**src/hw/rtl/tgarle_pkg.sv**
```systemverilog
`default_nettype none

package tgarle_pkg;

   localparam logic [7:0] RUN_HDR_MIN = 8'd128;
   localparam logic [7:0] RUN_HDR_BIAS = 8'd127;
   localparam logic [7:0] BPP_24 = 8'd24;
   localparam logic [7:0] BPP_32 = 8'd32;

   localparam int unsigned RSP_DATA_W = 40;
   localparam int unsigned RSP_USER_W = 2;

   typedef enum logic [1:0] {
      CSR_RLE_MODE = 2'd0,
      CSR_IMAGE_WIDTH = 2'd1,
      CSR_IMAGE_HEIGHT = 2'd2,
      CSR_BITS_PER_PIXEL = 2'd3
   } csr_idx_type;

   typedef enum logic [1:0] {
      ST_OK = 2'd0,
      ST_BAD_CFG = 2'd1,
      ST_OVERFLOW = 2'd2
   } status_type;

   typedef struct packed {
      logic [7:0] red;
      logic [7:0] green;
      logic [7:0] blue;
      logic [7:0] alpha;
      logic [7:0] span_length;
      logic last_of_image;
      status_type status;
   } result_type;

   typedef struct packed {
      logic stopped;
      logic cfg_bad;
   } core_stat_type;

endpackage

`default_nettype wire

```
**src/hw/rtl/tgarle_core.sv**
```systemverilog
`default_nettype none

module tgarle_core
   import tgarle_pkg::*;
(
   input wire logic clock,
   input wire logic reset,
   input wire logic csr_wen,
   input wire logic [1:0] csr_index,
   input wire logic [15:0] csr_wdata,
   input wire logic fire,
   input wire logic [7:0] in_byte,
   output logic res_valid,
   output result_type res,
   output core_stat_type stat
);

   logic rle_ff, rle_in;
   logic [15:0] width_ff, width_in;
   logic [15:0] height_ff, height_in;
   logic [7:0] bpp_ff, bpp_in;

   logic expect_hdr_ff, expect_hdr_in;
   logic run_pkt_ff, run_pkt_in;
   logic [7:0] pkt_left_ff, pkt_left_in;
   logic [1:0] bip_ff, bip_in;
   logic [23:0] color_ff, color_in;
   logic [31:0] img_left_ff, img_left_in;
   logic stopped_ff, stopped_in;

   logic restart;
   logic cfg_bad;
   logic is32;
   logic store_byte;
   logic more_in_pkt;
   logic [7:0] span;
   logic [7:0] pkt_dec;
   logic [31:0] span_wide;
   logic clip;
   logic [7:0] span_clip;
   logic [31:0] left_after;

   assign cfg_bad = (width_ff == 16'd0) || (height_ff == 16'd0) ||
                    ((bpp_ff != BPP_24) && (bpp_ff != BPP_32));
   assign is32 = (bpp_ff == BPP_32);
   assign store_byte = bip_ff < (is32 ? 2'd3 : 2'd2);
   assign pkt_dec = (pkt_left_ff != 8'd0) ? pkt_left_ff - 8'd1 : 8'd0;

   always_comb begin
      if (!rle_ff) begin
         span = 8'd1;
         more_in_pkt = 1'b0;
      end else if (run_pkt_ff) begin
         span = pkt_left_ff;
         more_in_pkt = 1'b0;
      end else begin
         span = 8'd1;
         more_in_pkt = (pkt_dec != 8'd0);
      end
   end

   assign span_wide = {24'd0, span};
   assign clip = span_wide > img_left_ff;
   assign span_clip = clip ? img_left_ff[7:0] : span;
   assign left_after = img_left_ff - {24'd0, span_clip};

   always_comb begin
      rle_in = rle_ff;
      width_in = width_ff;
      height_in = height_ff;
      bpp_in = bpp_ff;
      restart = 1'b0;
      if (csr_wen) begin
         case (csr_idx_type'(csr_index))
            CSR_RLE_MODE: begin
               rle_in = csr_wdata[0];
               restart = 1'b1;
            end
            CSR_IMAGE_WIDTH: begin
               width_in = csr_wdata;
               restart = 1'b1;
            end
            CSR_IMAGE_HEIGHT: begin
               height_in = csr_wdata;
               restart = 1'b1;
            end
            CSR_BITS_PER_PIXEL: begin
               bpp_in = csr_wdata[7:0];
               restart = 1'b1;
            end
            default: begin
               restart = 1'b0;
            end
         endcase
      end
   end

   always_comb begin
      expect_hdr_in = expect_hdr_ff;
      run_pkt_in = run_pkt_ff;
      pkt_left_in = pkt_left_ff;
      bip_in = bip_ff;
      color_in = color_ff;
      img_left_in = img_left_ff;
      stopped_in = stopped_ff;
      res_valid = 1'b0;
      res = '0;
      if (restart) begin
         expect_hdr_in = rle_in;
         run_pkt_in = 1'b0;
         pkt_left_in = 8'd0;
         bip_in = 2'd0;
         color_in = 24'd0;
         img_left_in = {16'd0, width_in} * {16'd0, height_in};
         stopped_in = 1'b0;
      end else if (fire && !stopped_ff) begin
         if (cfg_bad) begin
            stopped_in = 1'b1;
            res_valid = 1'b1;
            res.last_of_image = 1'b1;
            res.status = ST_BAD_CFG;
         end else if (rle_ff && expect_hdr_ff) begin
            expect_hdr_in = 1'b0;
            if (in_byte < RUN_HDR_MIN) begin
               run_pkt_in = 1'b0;
               pkt_left_in = in_byte + 8'd1;
            end else begin
               run_pkt_in = 1'b1;
               pkt_left_in = in_byte - RUN_HDR_BIAS;
            end
         end else if (store_byte) begin
            case (bip_ff)
               2'd0: color_in[7:0] = in_byte;
               2'd1: color_in[15:8] = in_byte;
               default: color_in[23:16] = in_byte;
            endcase
            bip_in = bip_ff + 2'd1;
         end else begin
            bip_in = 2'd0;
            if (rle_ff) begin
               if (run_pkt_ff) begin
                  pkt_left_in = 8'd0;
                  expect_hdr_in = 1'b1;
               end else begin
                  pkt_left_in = pkt_dec;
                  expect_hdr_in = (pkt_dec == 8'd0);
               end
            end
            img_left_in = left_after;
            res_valid = 1'b1;
            res.blue = color_ff[7:0];
            res.green = color_ff[15:8];
            res.red = is32 ? color_ff[23:16] : in_byte;
            res.alpha = is32 ? in_byte : 8'd0;
            res.span_length = span_clip;
            res.status = clip ? ST_OVERFLOW : ST_OK;
            if (left_after == 32'd0) begin
               res.last_of_image = 1'b1;
               stopped_in = 1'b1;
               if (rle_ff && more_in_pkt) begin
                  res.status = ST_OVERFLOW;
               end
            end
         end
      end
   end

   always_ff @(posedge clock) begin
      if (reset) begin
         rle_ff <= 1'b1;
         width_ff <= 16'd1;
         height_ff <= 16'd1;
         bpp_ff <= BPP_24;
         expect_hdr_ff <= 1'b1;
         run_pkt_ff <= 1'b0;
         pkt_left_ff <= 8'd0;
         bip_ff <= 2'd0;
         color_ff <= 24'd0;
         img_left_ff <= 32'd1;
         stopped_ff <= 1'b0;
      end else begin
         rle_ff <= rle_in;
         width_ff <= width_in;
         height_ff <= height_in;
         bpp_ff <= bpp_in;
         expect_hdr_ff <= expect_hdr_in;
         run_pkt_ff <= run_pkt_in;
         pkt_left_ff <= pkt_left_in;
         bip_ff <= bip_in;
         color_ff <= color_in;
         img_left_ff <= img_left_in;
         stopped_ff <= stopped_in;
      end
   end

   assign stat.stopped = stopped_ff;
   assign stat.cfg_bad = cfg_bad;

endmodule

`default_nettype wire

```
**src/hw/rtl/tgarle_out_reg.sv**
```systemverilog
`default_nettype none

module tgarle_out_reg
   import tgarle_pkg::*;
(
   input wire logic clock,
   input wire logic reset,
   input wire logic fire,
   input wire logic res_valid,
   input wire result_type res,
   output logic advance,
   output logic rsp_tvalid,
   input wire logic rsp_tready,
   output logic [RSP_DATA_W-1:0] rsp_tdata,
   output logic rsp_tlast,
   output logic [RSP_USER_W-1:0] rsp_tuser
);

   logic valid_ff, valid_in;
   result_type res_ff, res_in;

   assign advance = !valid_ff || rsp_tready;

   always_comb begin
      valid_in = valid_ff;
      res_in = res_ff;
      if (advance) begin
         valid_in = fire && res_valid;
      end
      if (fire && res_valid) begin
         res_in = res;
      end
   end

   always_ff @(posedge clock) begin
      if (reset) begin
         valid_ff <= 1'b0;
      end else begin
         valid_ff <= valid_in;
      end
      res_ff <= res_in;
   end

   assign rsp_tvalid = valid_ff;
   assign rsp_tdata = {res_ff.span_length, res_ff.alpha, res_ff.blue, res_ff.green, res_ff.red};
   assign rsp_tlast = res_ff.last_of_image;
   assign rsp_tuser = res_ff.status;

endmodule

`default_nettype wire

```
**src/hw/rtl/tga_rle_pixel_decoder.sv**
```systemverilog
// Pixel decoder for the image area of 24 or 32 bit run-length or plain TGA files.
// The req channel takes the pixel stream one byte per transaction. The rsp
// channel gives one transaction per raw pixel, or one per run packet with the
// run length in span_length; the receiver expands runs. tlast marks the span
// that completes width*height pixels or reports a bad configuration, after
// which all bytes are dropped until reset or a register write.
// Registers must be written through csr_ while no byte is in flight; the block
// does not enforce this. Any write restarts a new image with the new values.
// Throughput is one byte per clock while the receiver takes results. A byte
// is held in the input register; the core decodes it combinationally, and
// the output register holds the result and offers it on rsp.
// Reset selects run-length mode, a 1x1 image and 24-bit pixels. When the
// receiver stalls, the output register holds its result and the input
// register takes one more byte only if it is empty, then req_tready drops.
`default_nettype none

module tga_rle_pixel_decoder
   import tgarle_pkg::*;
(
   input wire logic clock,
   input wire logic reset,
   input wire logic req_tvalid,
   output logic req_tready,
   input wire logic [7:0] req_tdata,                 // in_byte
   output logic rsp_tvalid,
   input wire logic rsp_tready,
   output logic [RSP_DATA_W-1:0] rsp_tdata,          // red, green, blue, alpha, span_length
   output logic rsp_tlast,
   output logic [RSP_USER_W-1:0] rsp_tuser,          // status
   input wire logic csr_wen,
   input wire logic [1:0] csr_index,
   input wire logic [15:0] csr_wdata
);

   logic in_valid_ff, in_valid_in;
   logic [7:0] in_byte_ff, in_byte_in;
   logic advance;
   logic fire;
   logic res_valid;
   result_type res;
   core_stat_type stat;

   assign fire = in_valid_ff && advance;
   assign req_tready = !in_valid_ff || advance;

   always_comb begin
      in_valid_in = in_valid_ff;
      in_byte_in = in_byte_ff;
      if (req_tvalid && req_tready) begin
         in_valid_in = 1'b1;
         in_byte_in = req_tdata;
      end else if (advance) begin
         in_valid_in = 1'b0;
      end
   end

   always_ff @(posedge clock) begin
      if (reset) begin
         in_valid_ff <= 1'b0;
      end else begin
         in_valid_ff <= in_valid_in;
      end
      in_byte_ff <= in_byte_in;
   end

   tgarle_core u_core (
      .clock(clock),
      .reset(reset),
      .csr_wen(csr_wen),
      .csr_index(csr_index),
      .csr_wdata(csr_wdata),
      .fire(fire),
      .in_byte(in_byte_ff),
      .res_valid(res_valid),
      .res(res),
      .stat(stat)
   );

   tgarle_out_reg u_out_reg (
      .clock(clock),
      .reset(reset),
      .fire(fire),
      .res_valid(res_valid),
      .res(res),
      .advance(advance),
      .rsp_tvalid(rsp_tvalid),
      .rsp_tready(rsp_tready),
      .rsp_tdata(rsp_tdata),
      .rsp_tlast(rsp_tlast),
      .rsp_tuser(rsp_tuser)
   );

   a_stopped_quiet: assert property (@(posedge clock) disable iff (reset)
      stat.stopped |-> !res_valid)
      else $error("result produced while decoder is stopped");

   a_last_stops: assert property (@(posedge clock) disable iff (reset)
      (fire && res_valid && res.last_of_image && !csr_wen) |=> stat.stopped)
      else $error("decoder did not stop after final span");

   a_bad_cfg_reports: assert property (@(posedge clock) disable iff (reset)
      (fire && stat.cfg_bad && !stat.stopped && !csr_wen) |-> res_valid)
      else $error("bad configuration not reported");

   a_zero_span: assert property (@(posedge clock) disable iff (reset)
      (rsp_tvalid && rsp_tdata[39:32] == 8'd0) |->
         (rsp_tuser == ST_BAD_CFG && rsp_tlast))
      else $error("zero span without configuration error");

endmodule

`default_nettype wire
```
**config.mk**
```make
export PLATFORM = sky130hd
export DESIGN_NAME = tga_rle_pixel_decoder
export DESIGN_NICKNAME = d
export VERILOG_FILES = /design/src/hw/rtl/tgarle_pkg.sv /design/src/hw/rtl/tgarle_core.sv /design/src/hw/rtl/tgarle_out_reg.sv /design/src/hw/rtl/tga_rle_pixel_decoder.sv
export SDC_FILE = /design/constraint.sdc
export NUM_CORES = 1
export LEC_CHECK = 0
export BUFFER_PORTS_ARGS = -buffer_cell sky130_fd_sc_hd__buf_4
export CORE_ASPECT_RATIO = 1.5
export CORE_MARGIN = 1
export CORE_UTILIZATION = 64
export CTS_CLUSTER_DIAMETER = 200
export DETAILED_ROUTE_END_ITERATION = 7
export PLACE_DENSITY = 0.82
export SYNTH_ARGS = -nofsm -noshare
export SYNTH_HDL_FRONTEND = slang
export SYNTH_HIERARCHICAL = 1
export SYNTH_SLANG_ARGS = --single-unit
```
**constraint.sdc**
```tcl
create_clock -name clock -period 10.9 [get_ports clock]
set_input_delay 2.18 -clock clock [delete_from_list [all_inputs] [get_ports clock]]
set_output_delay 2.18 -clock clock [all_outputs]
set_load 0.01 [all_outputs]
```
==> qor.yml <==
grt_pass1_wl_um: 75900
first_iter_violations: 1107
first_pass_iters: 6
finalClockSkew_ns: 0.0191
wl_per_cell_um: 21.2
cts_tree: "yes"
nets: 2322
cts_hold_buf: 0
r2r_cells: 20
hold_slack_ns: 0.450
maxCapViolCount: 0
drc: 0
period_share_pct: 82.6
drt-vias-per-instance: 6.20
clock-sinks: 163
grt_remaining_overflow: 0
start_kind: "primary input"
power_density_mw_per_mm2: 93.5
start_util_pct: 65.2
areaGrowthSynthToFinish_pct: 8.19
peakVddDrop_mv: 0.118
cts_root_buffer: "clkbuf_16"
worstPathArrival_ns: 9.29
critPathKind: "in -> reg"
final_max_slew_viol_count: 0
hold_depth: 2
die_w_um: 135
syn-num-nets: 2294
finalWeightedCongestion: 1.04
grt_max_degree: 64
clock.fmax_ghz: 0.111
status: "finished, final reports clean"
drive_above_1_share_pct: 9.17
cts_setup_buffers: 0
worstPathRequired_ns: 11.19
antenna_left: 0
wl_um: 49100
hold_viol: 0
critPathMaxFanout: 24
syn-cell-area_mm2: 0.0169
grtUsageTotal_pct: 37.4
crit_path_end_kind: "register"
maxSlewHeadroom_pct: 21.3
hp-class: "reg -> reg"
coreArea_mm2: 0.0259
dieArea_mm2: 0.0270
ios: 76
cts.clk_slew.worst_paths_ns: 0.07
setup_viol: 0
vias: 14400
clk_latency_ns: 0.45
synth_area_per_cell_um2: 8.68
fp-row-count: 72
fin_tns_setup_ns: 0
cts_max_level: 4
antenna_found_initial: 2
rsz0062_at_grt: "no"
cts_resized: 0
stdcell_count: 2319
hpwlAfterDp_um: 39700
placed_cells: 2285
die_h_um: 201
grt_pass1_vias: 14700
ys_warn_count: 6
cts_inserted_buffers: 17
leakage_nw: 8.37
portBuffers: 75
tightest_slew_ns: 1.17
syn-instance-count: 1943
clockBufferDepth: 2
fin_crit_ns: 9.00
## critical path, cell delays in order
cell and delay [ns]:
buf_4 0.14, nand3b_1 0.47, buf_4 0.43, mux2_2 0.43, nand2_1 0.12, fa_1 0.55, inv_1 0.05, fa_1 0.53
inv_1 0.06, fa_1 0.49, fa_1 0.54, inv_1 0.05, fa_1 0.50, fa_1 0.42, ha_1 0.40, nand3_1 0.10
a2111oi_0 0.63, nor2_1 0.25, o31a_1 0.36, a211oi_1 0.27, mux2i_1 0.24, a211oi_1 0.07
## cell usage in the layout (no fill, tap or decap), types with 28 or more instances in the layout
| cell | count |
|---|---|
| nand2_1 | 294 |
| xnor2_1 | 31 |
| o21ai_0 | 35 |
| nor2_1 | 202 |
| nor3_1 | 31 |
| a211oi_1 | 28 |
| inv_1 | 274 |
| a21oi_1 | 83 |
| xor2_1 | 31 |
| fa_1 | 195 |
| dfxtp_1 | 112 |
| buf_4 | 99 |
| edfxtp_1 | 51 |
| ha_1 | 125 |
| mux2_2 | 33 |
| nand3_1 | 45 |
| mux2i_1 | 54 |
## power breakdown
| part | internal, mW | total, mW | switching (mW) |
|---|---|---|---|
| Combinational | 0.166 | 0.454 | 0.288 |
| Sequential | 0.642 | 0.673 | 0.0309 |
| Clock | 0.304 | 0.578 | 0.274 |
## stage by stage
stage	setup WS (ns)	utilization (%)	power (mW)	instance area [µm²]
2_1_floorplan	2.08	-	0.993	16900
3_3_place_gp	1.74	68.3	1.12	17700
3_5_place_dp	1.51	68.3	1.13	17700
4_1_cts	1.97	70.5	1.70	18200
5_1_grt	1.61	70.6	1.78	18200
6_report	1.90	70.6	1.71	18200
## final cells by class
type	instances	area [µm²]
repair buffers	99	743
clock buffers	18	429
multi-input cells	1416	11700
well taps	333	417
diodes	2	5.00
inverters	274	1030
fillers	1947	7610
flip-flops and latches	163	3770
clock inverters	14	140
## path summary, 6_finish.rpt
kind / from / endpoint / slack [ns]
hold reg to reg: u_core/color_ff[12]$_SDFFE_PP0P_ / u_core/color_ff[12]$_SDFFE_PP0P_ / 0.45
hold / removal: u_core/color_ff[12]$_SDFFE_PP0P_ / u_core/color_ff[12]$_SDFFE_PP0P_ / 0.45
setup reg to reg: u_core/height_ff[10]$_SDFF_PP0_ / u_core/img_left_ff[24]$_SDFFE_PP0P_ / 4.11
setup / recovery: csr_index[1] / u_core/img_left_ff[28]$_SDFFE_PP0P_ / 1.90
## sequential cells by signal (all words and copies together), names as in the netlist, 2 cells and up
name                 cells
u_core/bpp_ff            8
u_core/img_left_ff      32
u_core/pkt_left_ff       8
u_core/bip_ff            2
u_core/color_ff         24
u_out_reg/rsp_tdata     40
u_core/height_ff        16
in_byte_ff               8
u_core/width_ff         16
u_out_reg/rsp_tuser      2
## layer usage
layer	vias to the layer above	share of wire, %	track usage (%)
met5	-	0	0
met4	0	11	36.8
met3	311	6.6	7.65
met2	729	50	64.4
met1	6909	32	36.2
li1	6428	-	-
(Power assumes the default switching activity.)
